==> config.mk <==
export PLATFORM = sky130hd
export DESIGN_NAME = pcm_front
export DESIGN_NICKNAME = d
export VERILOG_FILES = /design/src/design/pcm_pkg.sv /design/src/design/pcm_front.sv
export SDC_FILE = /design/constraint.sdc
export NUM_CORES = 1
export LEC_CHECK = 0
export BUFFER_PORTS_ARGS = -buffer_cell sky130_fd_sc_hd__clkbuf_2
export CAP_MARGIN = 10
export CORE_MARGIN = 3
export CORE_UTILIZATION = 42
export DETAILED_ROUTE_END_ITERATION = 6
export PLACE_DENSITY = 0.76
export SLEW_MARGIN = 40
export SYNTH_ARGS = -nofsm -noshare
export SYNTH_HDL_FRONTEND = slang
export SYNTH_SLANG_ARGS = --single-unit
==> constraint.sdc <==
create_clock -name clk -period 1.15 [get_ports clk]
set_input_delay 0 -clock clk [delete_from_list [all_inputs] [get_ports clk]]
set_output_delay 0 -clock clk [all_outputs]
set_load 0.1 [all_outputs]
==> src/design/pcm_pkg.sv <==
// Shared types and constants for the PCM channel mixer.
package pcm_pkg;

  localparam logic [2:0] OP_WRITE  = 3'd0;
  localparam logic [2:0] OP_START  = 3'd1;
  localparam logic [2:0] OP_GAINS  = 3'd2;
  localparam logic [2:0] OP_STOP   = 3'd3;
  localparam logic [2:0] OP_TICK   = 3'd4;

  localparam int unsigned SEP_MAX      = 254;
  localparam int unsigned DEFAULT_RATE = 11025;

  typedef enum logic [2:0] {
    CMD_WRITE,
    CMD_START,
    CMD_GAINS,
    CMD_STOP,
    CMD_TICK,
    CMD_NONE,
    CMD_REJECT
  } cmd_kind_t;

  typedef struct packed {
    cmd_kind_t   kind;
    logic [3:0]  voice;
    logic        voice_ok;
    logic [19:0] address;
    logic [7:0]  sample_byte;
    logic [15:0] sample_count;
    logic [15:0] source_rate;
    logic [6:0]  volume;
    logic [7:0]  separation;
  } cmd_t;

  // Both gains from volume and separation; divide by 127 via reciprocal.
  function automatic logic [8:0] div127(input logic [14:0] x);
    logic [31:0] p;
    logic [15:0] q;
    logic [15:0] r;
    begin
      p = 32'(x) * 32'd33026;
      q = p[31:22];
      r = 16'(x) - 16'(q * 16'd127);
      if (r >= 16'd127) q = q + 16'd1;
      div127 = q[8:0];
    end
  endfunction

endpackage

==> src/design/pcm_front.sv <==
// Front end: classifies commands and pushes them into the queue.
module pcm_front import pcm_pkg::*; #(
  parameter int VOICES = 8,
  parameter int AW = 16
) (
  input  logic        clk,
  input  logic        rst,
  input  logic [2:0]  operation,
  input  logic [2:0]  voice,
  input  logic [15:0] address,
  input  logic [7:0]  sample_byte,
  input  logic [15:0] sample_count,
  input  logic [15:0] source_rate,
  input  logic [6:0]  volume,
  input  logic [7:0]  separation,
  input  logic        accept,
  output logic        push,
  output cmd_t        cmd
);

  cmd_kind_t kind;

  always_comb begin
    case (operation)
      OP_WRITE: kind = CMD_WRITE;
      OP_START: kind = (sample_count == 16'd0) ? CMD_REJECT : CMD_START;
      OP_GAINS: kind = CMD_GAINS;
      OP_STOP:  kind = CMD_STOP;
      OP_TICK:  kind = CMD_TICK;
      default:  kind = CMD_NONE;
    endcase
  end

  always_ff @(posedge clk) begin
    if (rst) begin
      push <= 1'b0;
    end else begin
      push <= accept;
    end
    if (accept) begin
      cmd.kind         <= kind;
      cmd.voice        <= 4'(voice);
      cmd.voice_ok     <= 32'(voice) < VOICES;
      cmd.address      <= 20'(address[AW > 16 ? 15 : AW-1:0]);
      cmd.sample_byte  <= sample_byte;
      cmd.sample_count <= sample_count;
      cmd.source_rate  <= (source_rate == 16'd0) ? 16'(DEFAULT_RATE) : source_rate;
      cmd.volume       <= volume;
      cmd.separation   <= (separation > 8'(SEP_MAX)) ? 8'(SEP_MAX) : separation;
    end
  end

endmodule

==> results_dict.tcl <==
set metrics [dict create \
    outcome "finished clean" \
    track_usage_pct 23.7 \
    ys_seq_area_share_pct 88.1 \
    gp_congestion 0.767 \
    nets 432 \
    critPathArrivalTime_ps 1280 \
    dpl-instance-area_sq_mm 0.00368 \
    cts_tree "done" \
    end_kind "register" \
    die_area_sq_mm 0.00729 \
    cts_setup_buffers 0 \
    drt_wl_total_mm 8.74 \
    syn_to_final_growth_pct 77.5 \
    vias 2043 \
    cap_violations 0 \
    slowest_stage "dlygate4sd3_1" \
    initial_core_util_pct 43.9 \
    worstPathMaxFanout 6 \
    powerDensity_mw_per_mm2 1790 \
    die_height_microns 85.4 \
    dr.first_iter.drc_count 118 \
    multi_input_area_sq_um 260 \
    clock_sinks 78 \
    rows 28 \
    vias_per_cell 4.74 \
    ant_nets 0 \
    clk_pin_slew_worst_paths_ps 80 \
    avgRoutedWirePerCell_microns 20.3 \
    die_x_microns 85.4 \
    synth.avg_cell_area_sq_um 20.4 \
    antenna_cells 0 \
    drcViolationCount 0 \
    grt_pass1_vias 2229 \
    cp.required_ps 1350 \
    path_cells "dlygate4sd3_1, nor4_2, nand4_1, or2b_1" \
    min_from "sample_count[15]" \
    report.final.hold_viol_count 0 \
    ys_ff_latch 78 \
    io_pins 164 \
    critPathKind "in -> reg" \
    max_stage_delay_ps 580 \
    clockBufferDepth 2 \
    max_freq_mhz 927 \
    globalRouteOverflowTotal 0 \
    setup_viol 0 \
    instances_no_fill 431 \
    final_area_sq_mm 0.00470 \
    period_minus_slack_ps 1080 \
    crit_start "source_rate[6]" \
    startpoint_type "primary input" \
    postSynthCellCount 130 \
    yosys_warnings 0 \
    core_area_sq_mm 0.00603 \
    port-buffer-count 157 \
    synth.cell_area_sq_mm 0.00265 \
    drt_first_pass_iters 4 \
    cts_buffers 9 \
    antenna_found_initial 0 \
    grt_pass1_wl_mm 12.5 \
    hp-class "in -> reg" \
    fin_crit_sh_pct 93.8 \
    leakagePower_uw 0.00201 \
    synth_cell_types 19 \
    rsz0062_at_grt "yes" \
    slew_viol_final 0 \
    htree_levels 3 \
    nFillCells 353 \
    ir_worst_vdd_v 0.00121 \
    hpwl_mm 5.17 \
    clockRootBuffer "clkbuf_8" \
    drive_above_1_share_pct 49.4 \
    dp.cells 346 \
    p_total_uw 8420 \
    grt_max_degree 34 \
    register_area_sq_mm 0.00233 \
]
final cells by class:
type                            instances  area share [%]
Timing Repair Buffer                  230            37.8
Tap cell                               75            2.00
Sequential cell                        78            49.6
Clock buffer                            9            2.64
Multi-Input combinational cell         32            5.54
Inverter                                1          0.0799
Clock inverter                          6            2.37
sequential cells by signal, summed over array words and instances, names as in the netlist:
signal and count:
cmd 77, push 1
power by group:
part           internal [uW]  total [uW]  switching (uW)
combinational            561        2540            1980
sequential              3370        3450            79.6
clock                   1430        2430             997
total                   5360        8420            3060
layer usage:
metal	up-vias	wire length (microns)	global-route usage [%]
met5	-	0	0
met4	0	281	11.7
met3	19	650	5.44
met2	118	4810	44.1
met1	987	2990	24.9
li1	919	-	-
final timing paths:
| path | endpoint | slack [ps] | depth (start not counted) |
|---|---|---|---|
| worst min-delay path | cmd[46] | 30 | 1 |
| worst max-delay path | cmd[23] | 70 | 4 |
cell usage in the layout, fill, tap and decap left out, types with 2 or more instances in the layout:
master	count
buf_12	2
buf_4	80
bufinv_16	3
clkbuf_2	71
clkbuf_8	9
conb_1	6
dlygate4sd3_1	74
dlymetal6s4s_1	3
edfxtp_1	77
nand2b_1	3
nand4_1	3
nor4_2	6
nor4_4	2
or2b_1	4
cell families (layout without fill, tap and decap cells):
family,count (synthesis),count (layout),share of synthesized area (%)
and+or+nand+nor,21,21,5.95
other,2,6,0.284
DFF,78,78,88.1
AOI/OAI and AO/OA,5,5,1.42
buffers and inverters,24,246,4.25
worst max-delay path: cells and delay by family:
kind	cells	cell delay [ps]
simple gates	3	690
buf+inv	1	580
synthesized netlist by cell type:
master / instances / area (sq um)
clkbuf_1: 17 / 63.8
o31a_1: 1 / 8.76
dfxtp_1: 1 / 20.0
o22ai_1: 1 / 6.26
inv_1: 1 / 3.75
nor4_2: 4 / 50.1
edfxtp_1: 77 / 2310
nand2b_1: 3 / 18.8
nor2b_1: 1 / 6.26
buf_4: 6 / 45.0
nand3_1: 1 / 5.00
nor4_1: 4 / 25.0
or2b_1: 4 / 30.0
conb_1: 2 / 7.51
o21bai_1: 1 / 7.51
a21o_1: 1 / 7.51
o21a_1: 1 / 7.51
nand2_1: 1 / 3.75
nand4_1: 3 / 18.8
through the flow:
| step | hold slack, ps | util, % | setup TNS (ps) | worst slack, ps |
|---|---|---|---|---|
| after floorplan | 71.6 | - | 0 | 241 |
| after detailed placement | 167 | 61.0 | 0 | 28.6 |
| after global routing | 23.0 | 78.0 | -62.4 | -26.5 |
| after CTS | 27.2 | 77.7 | 0 | 0.660 |
| final | 34.6 | 78.0 | 0 | 71.4 |
| after global placement | 157 | 61.0 | 0 | 60.0 |
repair_timing:
| item | CTS | global route |
|---|---|---|
| setup endpoints to repair | 0 | 9 |
| hold buffers | 77 | 0 |
| endpoints found under the hold margin | 77 | 0 |
| gates resized for setup | 0 | 9 |
(Power assumes the default switching activity.)
