## src/design/pcm_pkg.sv

```systemverilog
// Shared types and constants for the PCM channel mixer.
package pcm_pkg;

  localparam logic [2:0] OP_WRITE  = 3'd0;
  localparam logic [2:0] OP_START  = 3'd1;
  localparam logic [2:0] OP_GAINS  = 3'd2;
  localparam logic [2:0] OP_STOP   = 3'd3;
  localparam logic [2:0] OP_TICK   = 3'd4;

  localparam int unsigned SEP_MAX      = 254;
  localparam int unsigned DEFAULT_RATE = 11025;

  typedef enum logic [2:0] {
    CMD_WRITE,
    CMD_START,
    CMD_GAINS,
    CMD_STOP,
    CMD_TICK,
    CMD_NONE,
    CMD_REJECT
  } cmd_kind_t;

  typedef struct packed {
    cmd_kind_t   kind;
    logic [3:0]  voice;
    logic        voice_ok;
    logic [19:0] address;
    logic [7:0]  sample_byte;
    logic [15:0] sample_count;
    logic [15:0] source_rate;
    logic [6:0]  volume;
    logic [7:0]  separation;
  } cmd_t;

  // Both gains from volume and separation; divide by 127 via reciprocal.
  function automatic logic [8:0] div127(input logic [14:0] x);
    logic [31:0] p;
    logic [15:0] q;
    logic [15:0] r;
    begin
      p = 32'(x) * 32'd33026;
      q = p[31:22];
      r = 16'(x) - 16'(q * 16'd127);
      if (r >= 16'd127) q = q + 16'd1;
      div127 = q[8:0];
    end
  endfunction

endpackage

```

## src/design/pcm_queue.sv

```systemverilog
// Two-entry command queue between front and back.
module pcm_queue import pcm_pkg::*; (
  input  logic clk,
  input  logic rst,
  input  logic push,
  input  cmd_t din,
  input  logic pop,
  output logic valid,
  output logic full,
  output cmd_t dout
);

  cmd_t q [2];
  logic rp, wp;
  logic [1:0] cnt;

  assign valid = cnt != 2'd0;
  assign full = cnt == 2'd2;
  assign dout = q[rp];

  always_ff @(posedge clk) begin
    if (push) q[wp] <= din;
    if (rst) begin
      rp <= 1'b0; wp <= 1'b0; cnt <= '0;
    end else begin
      if (push) wp <= ~wp;
      if (pop) rp <= ~rp;
      cnt <= cnt + 2'(push) - 2'(pop);
    end
  end

endmodule

```

## config.mk

```make
export PLATFORM = sky130hd
export DESIGN_NAME = pcm_queue
export DESIGN_NICKNAME = d
export VERILOG_FILES = /design/src/design/pcm_pkg.sv /design/src/design/pcm_queue.sv
export SDC_FILE = /design/constraint.sdc
export NUM_CORES = 1
export LEC_CHECK = 0
export ABC_CLOCK_PERIOD_IN_PS = 6200
export BUFFER_PORTS_ARGS = -buffer_cell sky130_fd_sc_hd__buf_2
export CAP_MARGIN = 25
export CORE_MARGIN = 2
export CORE_UTILIZATION = 40
export DETAILED_ROUTE_END_ITERATION = 10
export GPL_TIMING_DRIVEN = 0
export HOLD_SLACK_MARGIN = 0.12
export PLACE_DENSITY_LB_ADDON = 0.25
export REMOVE_ABC_BUFFERS = 1
export SYNTH_ARGS = -nofsm -noshare
export SYNTH_HDL_FRONTEND = slang
export SYNTH_SLANG_ARGS = --single-unit
```

## constraint.sdc

```tcl
create_clock -name clk -period 6.2 [get_ports clk]
set_input_delay 1.86 -clock clk [delete_from_list [all_inputs] [get_ports clk]]
set_output_delay 1.86 -clock clk [all_outputs]
set_load 0.02 [all_outputs]
```

==> qor.yml, run 1 <==
setup_path:
  rr_worst_depth: 2
  cp.required_ns: 4.34
  r2r_start: "wp"
  worstPathArrival_ns: 2.16
  rrSetupSlack_ns: 4.58
  worst-path-max-fanout: 49
  crit_path_end_kind: "output port"
  startpoint_type: "register"
  rr_endpoint: "q[1][48]"
  criticalPathCategory: "register to output port"
worst_hold_path:
  whs_path_depth: 2
  hold_start: "rp"
  min_to: "rp"
  holdCritPathClass: "register to register"
logic_synthesis:
  syn_avg_cell_area_sq_um: 23.5
  ys_seq_area_share_pct: 77.5
  synth_xor_area_share_pct: 0.611
  synthMuxAreaShare_pct: 18.3
  synth-seq-cells: 171
  synthSimpleGateAreaFrac_pct: 0.706
  yosys_warnings: 0
  synthAdderAreaFrac_pct: 0.382
  synthesis.instances: 279
  synth_top_family_by_area: "multiplexers"
  synth_compound_area_share_pct: 0
  synthesis.area_sq_um: 6560
  ys_types: 15
finish:
  drive_above_1_share_pct: 61.3
  syn_to_final_growth_pct: 25.2
  final_cell_mix: "buf_2, edfxtp_1, mux2_4"
  postLayoutCoreUtil_pct: 51.5
  fin_nets: 554
  multi_input_area_sq_um: 1320
  final_common_cell: "buf_2"
  fillers: 1324
  seqCellArea_sq_um: 5090
cts:
  postCtsSetupBuffers: 0
  cts_tree: "yes"
  cts_root_buffer: "clkbuf_16"
  insertion_delay_ns: 0.42
  cts_sinks: 171
  cts_resized: 0
  path_clk_slew_ns: 0.06
  cts_max_level: 4
  cts_hold_buf: 0
  clock_path_buffers: 2
  numCtsBuffers: 17
detailed_routing:
  routed_via_density: 4.52
  drt_wl_total_um: 11200
  first_pass_iters: 4
  drc: 0
  dr.first_iter.drc_count: 168
  routed-via-count: 3144
  wire_per_inst_um: 16.1
  final_antenna_net_count: 0
sta:
  tightest_slew_ns: 0.691
  rsz0062_at_grt: "no"
  finalSetupViolations: 0
  drv_slew: 0
  post-route-period-util_pct: 64.8
  fin_crit_ns: 4.02
  hold_viol_final: 0
  fin_worst_skew_ns: 0.00609
  slew_headroom_pct: 53.9
  finalWorstSetupSlack_ns: 2.18
  fmax_ghz: 0.249
grt:
  antenna_found_initial: 1
  grt_max_degree: 50
  grt_pass1_wl_um: 17900
  grt_use_total_pct: 13.4
  grt_pass1_vias: 3497
  overflow: 0
pwr:
  internal_power_uw: 2080
  switchingPower_uw: 656
  p_leak_uw: 0.00323
  p_comb_share_pct: 13.4
  cellPowerDensity_nw_per_um2: 333
  swShare_pct: 24.0
  peakVddDrop_mv: 0.167
  p_seq_share_pct: 50.5
  power_frac_clock_pct: 36.1
floorplanning:
  initial_core_util_pct: 41.1
  core_area_sq_um: 15900
  placementRows: 46
  die_h_um: 132
  dieArea_sq_um: 17400
  io_pins: 172
  chipWidth_um: 132
placed_design:
  portBuffers: 171
  dp_hpwl_um: 7260
  post-place-ws_ns: 2.56
  gp_congestion: 0.643
flow_run:
  cap_violations: 0
run_status:
  status: "finished clean"
==> cell type report <==
cell class | instances | share of cell area, %
flip-flops and latches | 171 | 62.0
multi-input cells | 97 | 16.1
repair buffers | 176 | 11.8
clock buffers | 18 | 5.23
well taps | 216 | 3.29
clock inverters | 14 | 1.49
inverters | 2 | 0.0914
diodes | 1 | 0.0305
==> through the flow <==
step           cells  cell area, sq um  hold slack (ns)  total power (uW)  TNS, ns
2_1_floorplan    270              6400            0.480              1660        0
3_3_place_gp     657              7530            0.493              1790  -229.33
3_5_place_dp     662              7660            0.512              1780        0
4_1_cts          694              8210            0.527              2770        0
5_1_grt          694              8210            0.556              2840        0
6_report         695              8210            0.523              2730        0
==> synthesized netlist by cell type <==
cell        n  area, sq um
and2_1      1         6.26
buf_12      7          140
buf_2       1         5.00
buf_6       1         11.3
dfxtp_1     5          100
edfxtp_1  166         4980
ha_1        2         25.0
inv_1       2         7.51
mux2_2     13          146
mux2_4     70         1050
nor2_1      4         15.0
nor2b_1     3         18.8
or2_2       1         6.26
xnor2_1     2         17.5
xnor3_1     1         22.5
==> how the worst max path moves through the flow <==
stage | cells after the start | from | end | slack (ns)
global route | 3 | register | dout[3] | 2.04
finish | 3 | register | dout[3] | 2.18
global placement | 2 | push | q[0][51] | -2.26
detailed placement | 3 | register | dout[3] | 2.56
floorplan | 1 | push | q[0][0] | 0.18
CTS | 3 | register | dout[3] | 2.10
==> state kept, by name, indices dropped and copies added (netlist names), named ones only <==
signal and count:
q 166, wp 1, rp 1, cnt 2
==> routing by layer <==
layer | share of wire, % | track usage [%] | up-vias
met4 | 1.3 | 5.07 | 0
met2 | 51 | 22.5 | 108
li1 | - | - | 1477
met3 | 7.1 | 5.57 | 12
met5 | 0 | 0 | -
met1 | 41 | 15.3 | 1547
==> cell families after synthesis <==
family | Yosys count
DFF | 171
adders and majority gates | 2
buffers and inverters | 11
and+or+nand+nor | 9
xor gates and xnor gates | 3
muxes | 83
==> worst max-delay path, stage by stage (launching register included) <==
cell and delay [ns]:
dfxtp_4 0.79, buf_16 0.39, mux2_2 0.38, buf_2 0.17
==> power by group through the flow <==
| stage | clock network, uW | registers [uW] | logic [uW] |
|---|---|---|---|
| global placement | 0 | 1430 | 364 |
| floorplan | 0 | 1410 | 243 |
| global route | 1060 | 1390 | 391 |
| CTS | 1020 | 1380 | 373 |
| detailed placement | 0 | 1410 | 372 |
| finish | 987 | 1380 | 365 |
No activity file was read; power rests on OpenSTA's default activity.
==> run 2, diff against run 1 <==
ABC_AREA = 1   (was default)
ABC_CLOCK_PERIOD_IN_PS = 3400   (was 6200)
clock period = 3.4 ns   (was 6.2 ns; I/O delays follow)
==> qor.yml, run 2 <==
placed_design:
  post-place-ws_ns: 0.632
  dp_hpwl_um: 7300
  gp_congestion: 0.651
  place_inst: 672
  portBuffers: 171
  placed_area_sq_um: 7670
run_status:
  status: "finished clean"
finish:
  syn_to_final_growth_pct: 25.2
  top_regs: "q: 166 flops, cnt: 2 flops"
  instances_no_fill: 704
  postLayoutCoreUtil_pct: 51.5
  regMostFlops: "q"
  final_cell_mix: "buf_2, edfxtp_1, mux2_4"
  drive_above_1_share_pct: 60.0
  fillers: 1356
  largest_reg_flops: 166
  diodes: 0
  multi_input_area_sq_um: 1300
  fin_nets: 564
  finish.instance_area_sq_um: 8220
  seqCellArea_sq_um: 5090
  final_common_cell: "buf_2"
worst_hold_path:
  min_to: "rp"
  holdCritPathClass: "register to register"
  hold_start: "rp"
  whs_path_depth: 2
setup_path:
  crit_path_end_kind: "output port"
  cp.required_ns: 2.38
  worstPathArrival_ns: 2.14
  rr_endpoint: "q[1][44]"
  path_delay_family: "flip-flops"
  startpoint_type: "register"
  worst-path-max-fanout: 50
  r2r_start: "wp"
  slowest_stage: "dfxtp_4"
  rrSetupSlack_ns: 1.79
  crit_buf_inv: 2
  critical_path.cell_chain: "buf_16 > mux2_2 > buf_2"
  rr_worst_depth: 3
  criticalPathCategory: "register to output port"
  critical_path.max_stage_delay_ns: 0.76
cts:
  cts_resized: 0
  path_clk_slew_ns: 0.06
  numCtsBuffers: 17
  insertion_delay_ns: 0.42
  cts_hold_buf: 0
  cts_sinks: 171
  cts_max_level: 4
  clock_path_buffers: 2
  cts_tree: "yes"
  cts_root_buffer: "clkbuf_16"
  postCtsSetupBuffers: 0
pwr:
  p_leak_uw: 0.00325
  swShare_pct: 23.5
  switchingPower_uw: 1150
  peakVddDrop_mv: 0.313
  p_seq_share_pct: 51.0
  internal_power_uw: 3730
  power_frac_clock_pct: 36.4
  totalPowerFinal_uw: 4880
  p_comb_share_pct: 12.7
  cellPowerDensity_nw_per_um2: 594
sta:
  fin_worst_skew_ns: 0.0134
  tightest_slew_ns: 0.654
  finalWorstSetupSlack_ns: 0.237
  rsz0062_at_grt: "no"
  fmax_ghz: 0.316
  post-route-period-util_pct: 93.0
  fin_crit_ns: 3.16
  finalSetupViolations: 0
  slew_headroom_pct: 56.4
  drv_slew: 0
  hold_viol_final: 0
floorplanning:
  placementRows: 46
  core_area_sq_um: 15900
  io_pins: 172
  chipWidth_um: 132
  dieArea_sq_um: 17400
  initial_core_util_pct: 41.2
  die_h_um: 132
grt:
  overflow: 0
  grt_max_degree: 51
  antenna_found_initial: 1
  grt_use_total_pct: 13.2
  grt_pass1_wl_um: 17500
  grt_pass1_vias: 3350
logic_synthesis:
  syn_avg_cell_area_sq_um: 22.7
  ys_types: 15
  synthesis.area_sq_um: 6560
  async_flop_share_pct: 0
  synth_area_leaders: "edfxtp_1, mux2_4, mux2_2, buf_12, dfxtp_1"
  synth_most_common_cell: "edfxtp_1"
  yosys.area.top_type: "edfxtp_1"
  synth_top_area_share_pct: 76.0
  synth_common_cells: "edfxtp_1, mux2_4, mux2_2"
  synth_edf_count: 166
  ys_seq_area_share_pct: 77.5
  synthesis.instances: 289
  synth-seq-cells: 171
  yosys_warnings: 0
  yosys_most_used_dff: "edfxtp_1"
detailed_routing:
  wire_per_inst_um: 15.9
  drt_wl_total_um: 11200
  final_antenna_net_count: 0
  drc: 0
  routed_via_density: 4.52
  routed-via-count: 3183
  first_pass_iters: 4
  dr.first_iter.drc_count: 148
flow_run:
  cap_violations: 0
[run 2: cell types whose count changed after synthesis, sizes merged, moves of 3 or more]
cell   delta
inv       +6
nor2b     -3
nor2      +3
nand2     +5
[run 2: area by class of cell]
type                    count  area share (%)
inverters                   8           0.396
clock inverters            15            1.51
flip-flops and latches    171            61.9
multi-input cells         101            15.8
repair buffers            176            11.9
well taps                 216            3.29
clock buffers              17            5.18
[run 2: worst max path at each step]
stage | from | endpoint | depth (start not counted)
2_1_floorplan | push | q[0][0] | 2
3_3_place_gp | push | q[0][37] | 3
3_5_place_dp | register | dout[4] | 3
4_1_cts | register | dout[4] | 3
5_1_grt | register | dout[10] | 3
6_report | register | dout[6] | 3
[run 2: logic make-up (layout without fill, tap and decap cells)]
logic type,after synthesis,in the layout,share of synthesized area [%]
flops,171,171,77.5
mux,83,83,18.2
buf+inv,17,216,2.84
simple gates,14,14,0.839
fa+ha+maj,2,2,0.381
compound gates,1,1,0.0762
xor+xnor,1,1,0.133
[run 2: routing by layer]
metal	vias to the layer above	track usage, %	share of wire, %
met5	-	0	0
met4	0	5.92	1.5
met3	15	5.27	8.2
met1	1552	15.6	42
met2	118	21.2	48
li1	1498	-	-
[run 2: power groups by stage]
stage,clock network [uW],registers (uW),logic [uW]
3_3_place_gp,0,2580,614
4_1_cts,1840,2490,632
3_5_place_dp,0,2540,630
5_1_grt,1920,2500,664
6_report,1780,2490,620
2_1_floorplan,0,2550,408
[run 2: worst reg2reg max path: stages (launching register included)]
cell and delay (ns):
dfxtp_1 0.39, nand2_1 0.11, inv_4 0.44, buf_16 0.31
[run 2: stage by stage]
stage / hold WS (ns) / TNS [ns]
floorplan: 0.480 / -236.31
global placement: 0.497 / -592.25
detailed placement: 0.515 / 0
CTS: 0.529 / 0
global route: 0.568 / 0
finish: 0.526 / 0
